<file path="config.mk">
export PLATFORM = sky130hd
export DESIGN_NAME = accelerated_rotary_encoder_counter
export DESIGN_NICKNAME = d
export VERILOG_FILES = /design/src/rtl/are_pkg.sv /design/src/rtl/are_cfg_regs.sv /design/src/rtl/are_channel.sv /design/src/rtl/accelerated_rotary_encoder_counter.sv
export SDC_FILE = /design/constraint.sdc
export NUM_CORES = 2
export LEC_CHECK = 0
export BUFFER_PORTS_ARGS = -buffer_cell sky130_fd_sc_hd__buf_2
export CAP_MARGIN = 20
export CELL_PAD_IN_SITES_DETAIL_PLACEMENT = 0
export CELL_PAD_IN_SITES_GLOBAL_PLACEMENT = 1
export CORE_ASPECT_RATIO = 0.9
export CORE_UTILIZATION = 53
export DETAILED_ROUTE_END_ITERATION = 7
export HOLD_SLACK_MARGIN = 0.1
export MAX_ROUTING_LAYER = met4
export PLACE_DENSITY_LB_ADDON = 0.25
export SLEW_MARGIN = 5
export SYNTH_ARGS = -nofsm -noshare
export SYNTH_HDL_FRONTEND = slang
export SYNTH_SLANG_ARGS = --single-unit
</file>
<file path="constraint.sdc">
create_clock -name i_clk -period 22.8 [get_ports i_clk]
set_input_delay 4.56 -clock i_clk [delete_from_list [all_inputs] [get_ports i_clk]]
set_output_delay 4.56 -clock i_clk [all_outputs]
set_load 0.01 [all_outputs]
</file>
<file path="src/rtl/are_pkg.sv">
`default_nettype none
// ---------------------------------------------------------------------------
// are_pkg
// Shared types, codes and helpers of the accelerated rotary encoder counter.
// ---------------------------------------------------------------------------
package are_pkg;

    localparam int NUM_ENCODERS_DEF = 3;

    localparam int CMD_W    = 3;
    localparam int STATUS_W = 2;
    localparam int CFG_IDX_W  = 3;
    localparam int CFG_DATA_W = 16;
    localparam int COUNT_W  = 32;
    localparam int TIME_W   = 32;
    localparam int SET_W    = 16;
    localparam int STEP_W   = 8;
    localparam int GAP_W    = 16;

    localparam logic [CMD_W-1:0] CMD_SAMPLE = 3'd0;
    localparam logic [CMD_W-1:0] CMD_READ   = 3'd1;
    localparam logic [CMD_W-1:0] CMD_CLEAR  = 3'd2;
    localparam logic [CMD_W-1:0] CMD_SET    = 3'd3;
    localparam logic [CMD_W-1:0] CMD_SEED   = 3'd4;

    localparam logic [STATUS_W-1:0] ST_DELIVERED = 2'd0;
    localparam logic [STATUS_W-1:0] ST_TURNING   = 2'd1;
    localparam logic [STATUS_W-1:0] ST_STALE     = 2'd2;
    localparam logic [STATUS_W-1:0] ST_DONE      = 2'd3;

    localparam logic [CFG_IDX_W-1:0] REG_SCAN_INTERVAL = 3'd0;
    localparam logic [CFG_IDX_W-1:0] REG_SLOW_GAP      = 3'd1;
    localparam logic [CFG_IDX_W-1:0] REG_FAST_GAP      = 3'd2;
    localparam logic [CFG_IDX_W-1:0] REG_STEP_SLOW     = 3'd3;
    localparam logic [CFG_IDX_W-1:0] REG_STEP_FAST     = 3'd4;
    localparam logic [CFG_IDX_W-1:0] REG_STEP_FASTEST  = 3'd5;
    localparam logic [CFG_IDX_W-1:0] REG_READ_IDLE     = 3'd6;
    localparam logic [CFG_IDX_W-1:0] REG_STALE_IDLE    = 3'd7;

    typedef struct packed {
        logic [STEP_W-1:0] scan_interval;
        logic [GAP_W-1:0]  slow_gap;
        logic [GAP_W-1:0]  fast_gap;
        logic [STEP_W-1:0] step_slow;
        logic [STEP_W-1:0] step_fast;
        logic [STEP_W-1:0] step_fastest;
        logic [GAP_W-1:0]  read_idle;
        logic [GAP_W-1:0]  stale_idle;
    } t_cfg;

    typedef struct packed {
        logic scan;
        logic clear;
        logic set;
        logic seed;
    } t_chan_ctrl;

    typedef struct packed {
        logic [COUNT_W-1:0] total;
        logic               stale;
        logic               idle;
    } t_chan_stat;

    function automatic logic [STEP_W-1:0] step_size(input logic [TIME_W-1:0] gap,
                                                    input t_cfg cfg);
        logic [STEP_W-1:0] size;
        if (gap > {{(TIME_W-GAP_W){1'b0}}, cfg.slow_gap}) begin
            size = cfg.step_slow;
        end else if (gap > {{(TIME_W-GAP_W){1'b0}}, cfg.fast_gap}) begin
            size = cfg.step_fast;
        end else begin
            size = cfg.step_fastest;
        end
        return size;
    endfunction

endpackage
`default_nettype wire

</file>
<file path="src/rtl/are_cfg_regs.sv">
`default_nettype none
// ---------------------------------------------------------------------------
// are_cfg_regs
// Configuration register file, written one register per beat.
// ---------------------------------------------------------------------------
module are_cfg_regs
    import are_pkg::*;
(
    input  wire logic                  i_clk,
    input  wire logic                  i_rst_n,
    input  wire logic                  i_cfg_valid,
    output logic                       o_cfg_ready,
    input  wire logic [CFG_IDX_W-1:0]  i_cfg_index,
    input  wire logic [CFG_DATA_W-1:0] i_cfg_data,
    output t_cfg                       o_cfg
);

    t_cfg r_cfg;

    assign o_cfg_ready = 1'b1;
    assign o_cfg       = r_cfg;

    always_ff @(posedge i_clk) begin
        if (!i_rst_n) begin
            r_cfg.scan_interval <= 8'd1;
            r_cfg.slow_gap      <= 16'd10;
            r_cfg.fast_gap      <= 16'd5;
            r_cfg.step_slow     <= 8'd1;
            r_cfg.step_fast     <= 8'd10;
            r_cfg.step_fastest  <= 8'd50;
            r_cfg.read_idle     <= 16'd100;
            r_cfg.stale_idle    <= 16'd500;
        end else if (i_cfg_valid) begin
            unique case (i_cfg_index)
                REG_SCAN_INTERVAL: r_cfg.scan_interval <= i_cfg_data[STEP_W-1:0];
                REG_SLOW_GAP:      r_cfg.slow_gap      <= i_cfg_data[GAP_W-1:0];
                REG_FAST_GAP:      r_cfg.fast_gap      <= i_cfg_data[GAP_W-1:0];
                REG_STEP_SLOW:     r_cfg.step_slow     <= i_cfg_data[STEP_W-1:0];
                REG_STEP_FAST:     r_cfg.step_fast     <= i_cfg_data[STEP_W-1:0];
                REG_STEP_FASTEST:  r_cfg.step_fastest  <= i_cfg_data[STEP_W-1:0];
                REG_READ_IDLE:     r_cfg.read_idle     <= i_cfg_data[GAP_W-1:0];
                REG_STALE_IDLE:    r_cfg.stale_idle    <= i_cfg_data[GAP_W-1:0];
                default: ;
            endcase
        end
    end

endmodule
`default_nettype wire

</file>
<file path="src/rtl/are_channel.sv">
`default_nettype none
// ---------------------------------------------------------------------------
// are_channel
// State and step logic of one encoder: pin levels, count and step time.
// ---------------------------------------------------------------------------
module are_channel
    import are_pkg::*;
(
    input  wire logic               i_clk,
    input  wire logic               i_rst_n,
    input  wire t_chan_ctrl         i_ctrl,
    input  wire t_cfg               i_cfg,
    input  wire logic               i_pin_a,
    input  wire logic               i_pin_b,
    input  wire logic [TIME_W-1:0]  i_now,
    input  wire logic [SET_W-1:0]   i_set_value,
    output t_chan_stat              o_stat
);

    logic               r_lvl_a;
    logic               r_lvl_b;
    logic [COUNT_W-1:0] r_total;
    logic [TIME_W-1:0]  r_last;

    logic [TIME_W-1:0]  gap;
    logic [STEP_W-1:0]  size_a;
    logic [STEP_W-1:0]  size_b;
    logic               a_step;
    logic               b_step;
    logic [COUNT_W-1:0] n_total;

    // Pin B sees the timestamp pin A has just written, so its gap is zero then.
    always_comb begin
        gap     = i_now - r_last;
        size_a  = step_size(gap, i_cfg);
        a_step  = (i_pin_a != r_lvl_a) && (i_pin_a != r_lvl_b);
        b_step  = (i_pin_b != r_lvl_b) && (i_pin_b != i_pin_a);
        size_b  = a_step ? i_cfg.step_fastest : size_a;
        n_total = r_total
                + (a_step ? {{(COUNT_W-STEP_W){1'b0}}, size_a} : '0)
                - (b_step ? {{(COUNT_W-STEP_W){1'b0}}, size_b} : '0);
    end

    assign o_stat.total = r_total;
    assign o_stat.stale = gap > {{(TIME_W-GAP_W){1'b0}}, i_cfg.stale_idle};
    assign o_stat.idle  = gap > {{(TIME_W-GAP_W){1'b0}}, i_cfg.read_idle};

    always_ff @(posedge i_clk) begin
        if (!i_rst_n) begin
            r_lvl_a <= 1'b0;
            r_lvl_b <= 1'b0;
            r_total <= '0;
            r_last  <= '0;
        end else if (i_ctrl.scan) begin
            r_lvl_a <= i_pin_a;
            r_lvl_b <= i_pin_b;
            r_total <= n_total;
            if (a_step || b_step) begin
                r_last <= i_now;
            end
        end else if (i_ctrl.seed) begin
            r_lvl_a <= i_pin_a;
            r_lvl_b <= i_pin_b;
            r_total <= '0;
            r_last  <= '0;
        end else if (i_ctrl.set) begin
            r_total <= {{(COUNT_W-SET_W){i_set_value[SET_W-1]}}, i_set_value};
        end else if (i_ctrl.clear) begin
            r_total <= '0;
        end
    end

endmodule
`default_nettype wire

</file>
<file path="src/rtl/accelerated_rotary_encoder_counter.sv">
`default_nettype none
// ---------------------------------------------------------------------------
// accelerated_rotary_encoder_counter
// Multi-channel quadrature decoder with speed-dependent step size.
//
//  Channel   Handshake                    Payload
//  input     i_in_valid / o_in_stall      command, index, pins, set value, time
//  output    o_out_valid / i_out_stall    count_out, status
//  config    i_cfg_valid / o_cfg_ready    register index, write data
//
// Each beat passes an input register and a result register; one beat per
// cycle is accepted while a valid result is not stalled.
// Synchronous active-low reset clears all encoder state and loads defaults.
// A stalled result holds the whole pipeline and stalls the input side.
// ---------------------------------------------------------------------------
module accelerated_rotary_encoder_counter
    import are_pkg::*;
#(
    parameter int NUM_ENCODERS = NUM_ENCODERS_DEF,
    localparam int IDX_W = (NUM_ENCODERS > 1) ? $clog2(NUM_ENCODERS) : 1
) (
    input  wire logic                    i_clk,
    input  wire logic                    i_rst_n,
    input  wire logic                    i_in_valid,
    output logic                         o_in_stall,
    input  wire logic [CMD_W-1:0]        i_command,
    input  wire logic [IDX_W-1:0]        i_encoder_index,
    input  wire logic [NUM_ENCODERS-1:0] i_pin_a_bits,
    input  wire logic [NUM_ENCODERS-1:0] i_pin_b_bits,
    input  wire logic signed [SET_W-1:0] i_set_value,
    input  wire logic [TIME_W-1:0]       i_current_time,
    output logic                         o_out_valid,
    input  wire logic                    i_out_stall,
    output logic signed [COUNT_W-1:0]    o_count_out,
    output logic [STATUS_W-1:0]          o_status,
    input  wire logic                    i_cfg_valid,
    output logic                         o_cfg_ready,
    input  wire logic [CFG_IDX_W-1:0]    i_cfg_index,
    input  wire logic [CFG_DATA_W-1:0]   i_cfg_data
);

    t_cfg cfg;

    logic                    en;
    logic                    go;
    logic                    r_iv;
    logic [CMD_W-1:0]        r_cmd;
    logic [IDX_W-1:0]        r_idx;
    logic [NUM_ENCODERS-1:0] r_pa;
    logic [NUM_ENCODERS-1:0] r_pb;
    logic [SET_W-1:0]        r_sv;
    logic [TIME_W-1:0]       r_now;
    logic [TIME_W-1:0]       r_last_scan;

    logic                    r_ov;
    logic [COUNT_W-1:0]      r_count;
    logic [STATUS_W-1:0]     r_status;

    logic                    idx_ok;
    logic                    scan_due;
    t_chan_stat              sel;
    logic [COUNT_W-1:0]      n_count;
    logic [STATUS_W-1:0]     n_status;
    logic                    read_clr;

    t_chan_ctrl              ctrl [NUM_ENCODERS];
    t_chan_stat              stat [NUM_ENCODERS];

    are_cfg_regs u_cfg (
        .i_clk       (i_clk),
        .i_rst_n     (i_rst_n),
        .i_cfg_valid (i_cfg_valid),
        .o_cfg_ready (o_cfg_ready),
        .i_cfg_index (i_cfg_index),
        .i_cfg_data  (i_cfg_data),
        .o_cfg       (cfg)
    );

    assign o_in_stall  = r_ov && i_out_stall;
    assign en          = !o_in_stall;
    assign go          = r_iv && en;
    assign o_out_valid = r_ov;
    assign o_count_out = r_count;
    assign o_status    = r_status;

    always_comb begin
        idx_ok   = {1'b0, r_idx} < (IDX_W+1)'(NUM_ENCODERS);
        scan_due = (r_now - r_last_scan) > {{(TIME_W-STEP_W){1'b0}}, cfg.scan_interval};
        sel      = idx_ok ? stat[r_idx] : '0;
        n_count  = '0;
        n_status = ST_DONE;
        read_clr = 1'b0;
        if (r_cmd == CMD_READ) begin
            if (!idx_ok) begin
                n_status = ST_STALE;
            end else if (sel.stale) begin
                n_status = ST_STALE;
                read_clr = 1'b1;
            end else if (sel.idle) begin
                n_count  = sel.total;
                n_status = ST_DELIVERED;
                read_clr = 1'b1;
            end else begin
                n_status = ST_TURNING;
            end
        end
    end

    for (genvar e = 0; e < NUM_ENCODERS; e++) begin : g_enc
        logic hit;
        assign hit = go && idx_ok && (r_idx == IDX_W'(e));
        assign ctrl[e].scan  = go && (r_cmd == CMD_SAMPLE) && scan_due;
        assign ctrl[e].clear = hit && ((r_cmd == CMD_CLEAR) || read_clr);
        assign ctrl[e].set   = hit && (r_cmd == CMD_SET);
        assign ctrl[e].seed  = hit && (r_cmd == CMD_SEED);

        are_channel u_chan (
            .i_clk       (i_clk),
            .i_rst_n     (i_rst_n),
            .i_ctrl      (ctrl[e]),
            .i_cfg       (cfg),
            .i_pin_a     (r_pa[e]),
            .i_pin_b     (r_pb[e]),
            .i_now       (r_now),
            .i_set_value (r_sv),
            .o_stat      (stat[e])
        );
    end

    always_ff @(posedge i_clk) begin
        if (!i_rst_n) begin
            r_iv        <= 1'b0;
            r_ov        <= 1'b0;
            r_last_scan <= '0;
        end else if (en) begin
            r_iv <= i_in_valid;
            r_ov <= r_iv;
            if (r_iv && (r_cmd == CMD_SAMPLE) && scan_due) begin
                r_last_scan <= r_now;
            end
        end
    end

    always_ff @(posedge i_clk) begin
        if (en && i_in_valid) begin
            r_cmd <= i_command;
            r_idx <= i_encoder_index;
            r_pa  <= i_pin_a_bits;
            r_pb  <= i_pin_b_bits;
            r_sv  <= i_set_value;
            r_now <= i_current_time;
        end
        if (go) begin
            r_count  <= n_count;
            r_status <= n_status;
        end
    end

endmodule
`default_nettype wire
</file>
==> impl_metrics.yaml <==
run_status:
  outcome: "complete, no violations"
timing:
  worst_pin_slew_ps: 1086
  finClkSkew_ps: 25.34
  final.period_utilization_pct: 41.66
  max_freq_mhz: 105.3
  grt_setup_unrepaired: "false"
  period_minus_slack_ps: 9499
  hold_viol_final: 0
  setup-violations-final: 0
  fin_tns_setup_ps: 0
  max_slew_margin_pct: 26.83
  worst_slack_ps: 13300
  slew_violations: 0
worst_setup_path:
  setup.worst_path.class: "primary input to primary output"
  crit_family: "buffers and inverters"
  ff2ff_setup_slack_ps: 13330
  worstPathCellList: "buf_2 > nand2_1 > inv_1 > buf_2"
  worstPathRequired_ps: 18240
  crit_fanout: 3
  end_kind: "primary output"
  max_stage_delay_ps: 130
  arrival_ps: 4940
  start_kind: "primary input"
  critPathMostFrequentCell: "buf_2"
  cpMaxStageDelayCell: "buf_2"
  path_buf_inv: 3
yosys:
  ys_ff_latch: 421
  syn_area_per_cell_um2: 8.209
  synth_edf_count: 93
  syn_area_um2: 34590
  synthArstFlopShare_pct: 0
  synth-main-ff-cell: "dfxtp_1"
  synth_nets: 4745
  ys_warn_count: 0
  yosysSeqAreaShare_pct: 27.05
  synth_cell_types: 95
  syn_inst: 4214
grt:
  grt.overflow.total: 0
  grt_pass1_vias: 28576
  grt_usage_pct: 31.97
  antenna_found_initial: 0
  grt_pass1_wl_mm: 164.2
  grt_max_degree: 137
clocking:
  clk_pin_slew_worst_paths_ps: 60
  cts_buffers: 49
  cts_tree: "done"
  cts.sinks: 421
  clock_tree.buffer_depth: 3
  cts_resized: 0
  cts-root-buf: "clkbuf_16"
  clk_latency_ps: 610
  cts.htree.levels: 2
  holdBufCountCts: 0
  postCtsSetupBuffers: 0
layout:
  nets: 4783
  area_growth_pct: 8.510
  final_common_cell: "nand2_1"
  drive_gt1_share_pct: 7.714
  final_cell_mix: "443 x nand2_1, 420 x ha_1, 361 x inv_1"
  n_antenna_cell: 0
die:
  die-area_um2: 66300
  io_pins: 120
  coreArea_um2: 64300
  std_cell_rows: 88
  start_util_pct: 53.80
  die_x_um: 271.3
  die_y_um: 244.4
pwr:
  seqPwrFrac_pct: 35.3
  clkPwrFrac_pct: 36.6
  internal-power_uw: 1530
  combPwrFrac_pct: 28.0
  p_sw_uw: 742.6
  swShare_pct: 32.67
  p_leak_uw: 0.01521
  ir_drop_mv: 0.06797
  powerDensity_nw_per_um2: 60.55
drt:
  firstDrtPassIters: 6
  drc: 0
  antenna_left: 0
  dr_wl_met2_mm: 46.00
  wl_met1_mm: 49.28
  wl_per_cell_um: 20.37
  vias_per_cell: 5.921
  drt_iter0_markers: 2544
  routed.top_layer: "met4"
  dr_wl_met3_mm: 6.609
  vias: 30469
  drt_wl_total_mm: 104.8
placed_design:
  hpwl_mm: 78.36
  io_buffers: 118
  pre_cts_ws_ps: 13300
  place.gp.congestion: 0.9954
min_path:
  min-delay-path-class: "register to register"
flow_run:
  maxCapViolations: 0
## flip-flops by register name, summed over array words and instances (netlist names)
| name | cells |
|---|---|
| g_enc.u_chan.r_last | 96 |
| g_enc.u_chan.r_total | 96 |
| u_cfg.o_cfg | 96 |
| o_count_out | 32 |
| r_last_scan | 32 |
| r_now | 32 |
| r_sv | 16 |
| g_enc.u_chan.r_lvl_a | 3 |
| g_enc.u_chan.r_lvl_b | 3 |
| r_cmd | 3 |
| r_pa | 3 |
| r_pb | 3 |
| o_status | 2 |
| r_idx | 2 |
| o_out_valid | 1 |
| r_iv | 1 |
## worst register-to-register path: cells and delay by family, from the launching register on
| kind | cells | cell delay, ps |
|---|---|---|
| XOR/XNOR | 1 | 150 |
| flip-flops | 1 | 510 |
| buffers and inverters | 1 | 70 |
| AND/OR/NAND/NOR | 7 | 1820 |
| AO/OA/AOI/OAI | 20 | 5300 |
| adder cells (fa/ha/maj) | 4 | 1510 |
## logic make-up (layout without fill, tap and decap cells)
kind of cell | after synthesis | in the layout | share of synthesized area, %
simple gates | 1303 | 1303 | 18.45
compound gates | 1205 | 1205 | 23.20
buf+inv | 523 | 600 | 5.928
fa+ha+maj | 448 | 448 | 16.81
flops | 421 | 421 | 27.05
xor+xnor | 159 | 159 | 4.025
mux | 154 | 154 | 4.525
other cells | 1 | 1 | 0.01084
## final timing paths
kind                                                from                                  endpoint  cells after the start
setup / recovery                             i_out_stall                                o_in_stall                      4
hold / removal    g_enc[1].u_chan.r_last[4]$_SDFFE_PN0P_    g_enc[1].u_chan.r_last[4]$_SDFFE_PN0P_                      2
setup reg to reg                      r_now[1]$_DFFE_PP_  g_enc[1].u_chan.r_total[31]$_SDFFE_PN0P_                     33
hold reg to reg   g_enc[1].u_chan.r_last[4]$_SDFFE_PN0P_    g_enc[1].u_chan.r_last[4]$_SDFFE_PN0P_                      2
## layer usage
metal | GRT usage, % | vias up
met5 | - | -
met4 | 9.055 | 0
met3 | 4.075 | 174
met2 | 49.33 | 942
met1 | 43.73 | 14254
li1 | - | 15099
## cell type report
| type | instances | area [um2] |
|---|---|---|
| clock buffer | 69 | 1393 |
| clock inverter | 21 | 284.0 |
| fill | 6002 | 26760 |
| inverter | 362 | 1359 |
| multi-input combinational | 3270 | 23250 |
| sequential | 421 | 9359 |
| tap | 855 | 1070 |
| timing repair buffer | 148 | 822.0 |
## Yosys cell counts (all sizes together), types with 30 or more instances
| cell | number | area [um2] |
|---|---|---|
| nor3 | 66 | 345.3 |
| a21o | 110 | 833.3 |
| and3 | 49 | 306.5 |
| o21a | 94 | 705.7 |
| edfxtp | 93 | 2793 |
| buf | 30 | 190.2 |
| nor2 | 234 | 883.4 |
| clkbuf | 131 | 501.7 |
| nand2 | 444 | 1667 |
| a22o | 41 | 359.1 |
| a21oi | 295 | 1499 |
| or2 | 30 | 187.7 |
| and2 | 52 | 325.3 |
| mux2i | 135 | 1351 |
| a21boi | 151 | 1134 |
| dfxtp | 328 | 6566 |
| nand2b | 59 | 369.1 |
| o22ai | 36 | 225.2 |
| inv | 362 | 1359 |
| xnor2 | 89 | 779.5 |
| nand4 | 73 | 456.7 |
| ha | 420 | 5255 |
| nor2b | 125 | 782.0 |
| o21ai | 228 | 1216 |
| o211ai | 33 | 257.7 |
| nand3 | 88 | 440.4 |
| xor2 | 70 | 613.1 |
## power groups by stage
stage	Combinational (uW)	Sequential [uW]	Clock [uW]
floorplan	471	810	0
global placement	619	819	0
detailed placement	622	819	0
CTS	628	803	846
global route	706	805	873
finish	637	803	833
## through the flow
step	hold WS, ps	power, uW	util, %	instances	area [um2]
final	450.9	2273	58.38	5146	37540
after floorplan	430.7	1281	-	4214	34590
after detailed placement	445.9	1441	55.75	5054	35850
after CTS	454.6	2277	58.36	5144	37530
after global placement	438.8	1438	55.75	5054	35850
after global routing	464.3	2383	58.38	5146	37540
Note: power is estimated with default switching activity, not from simulation.
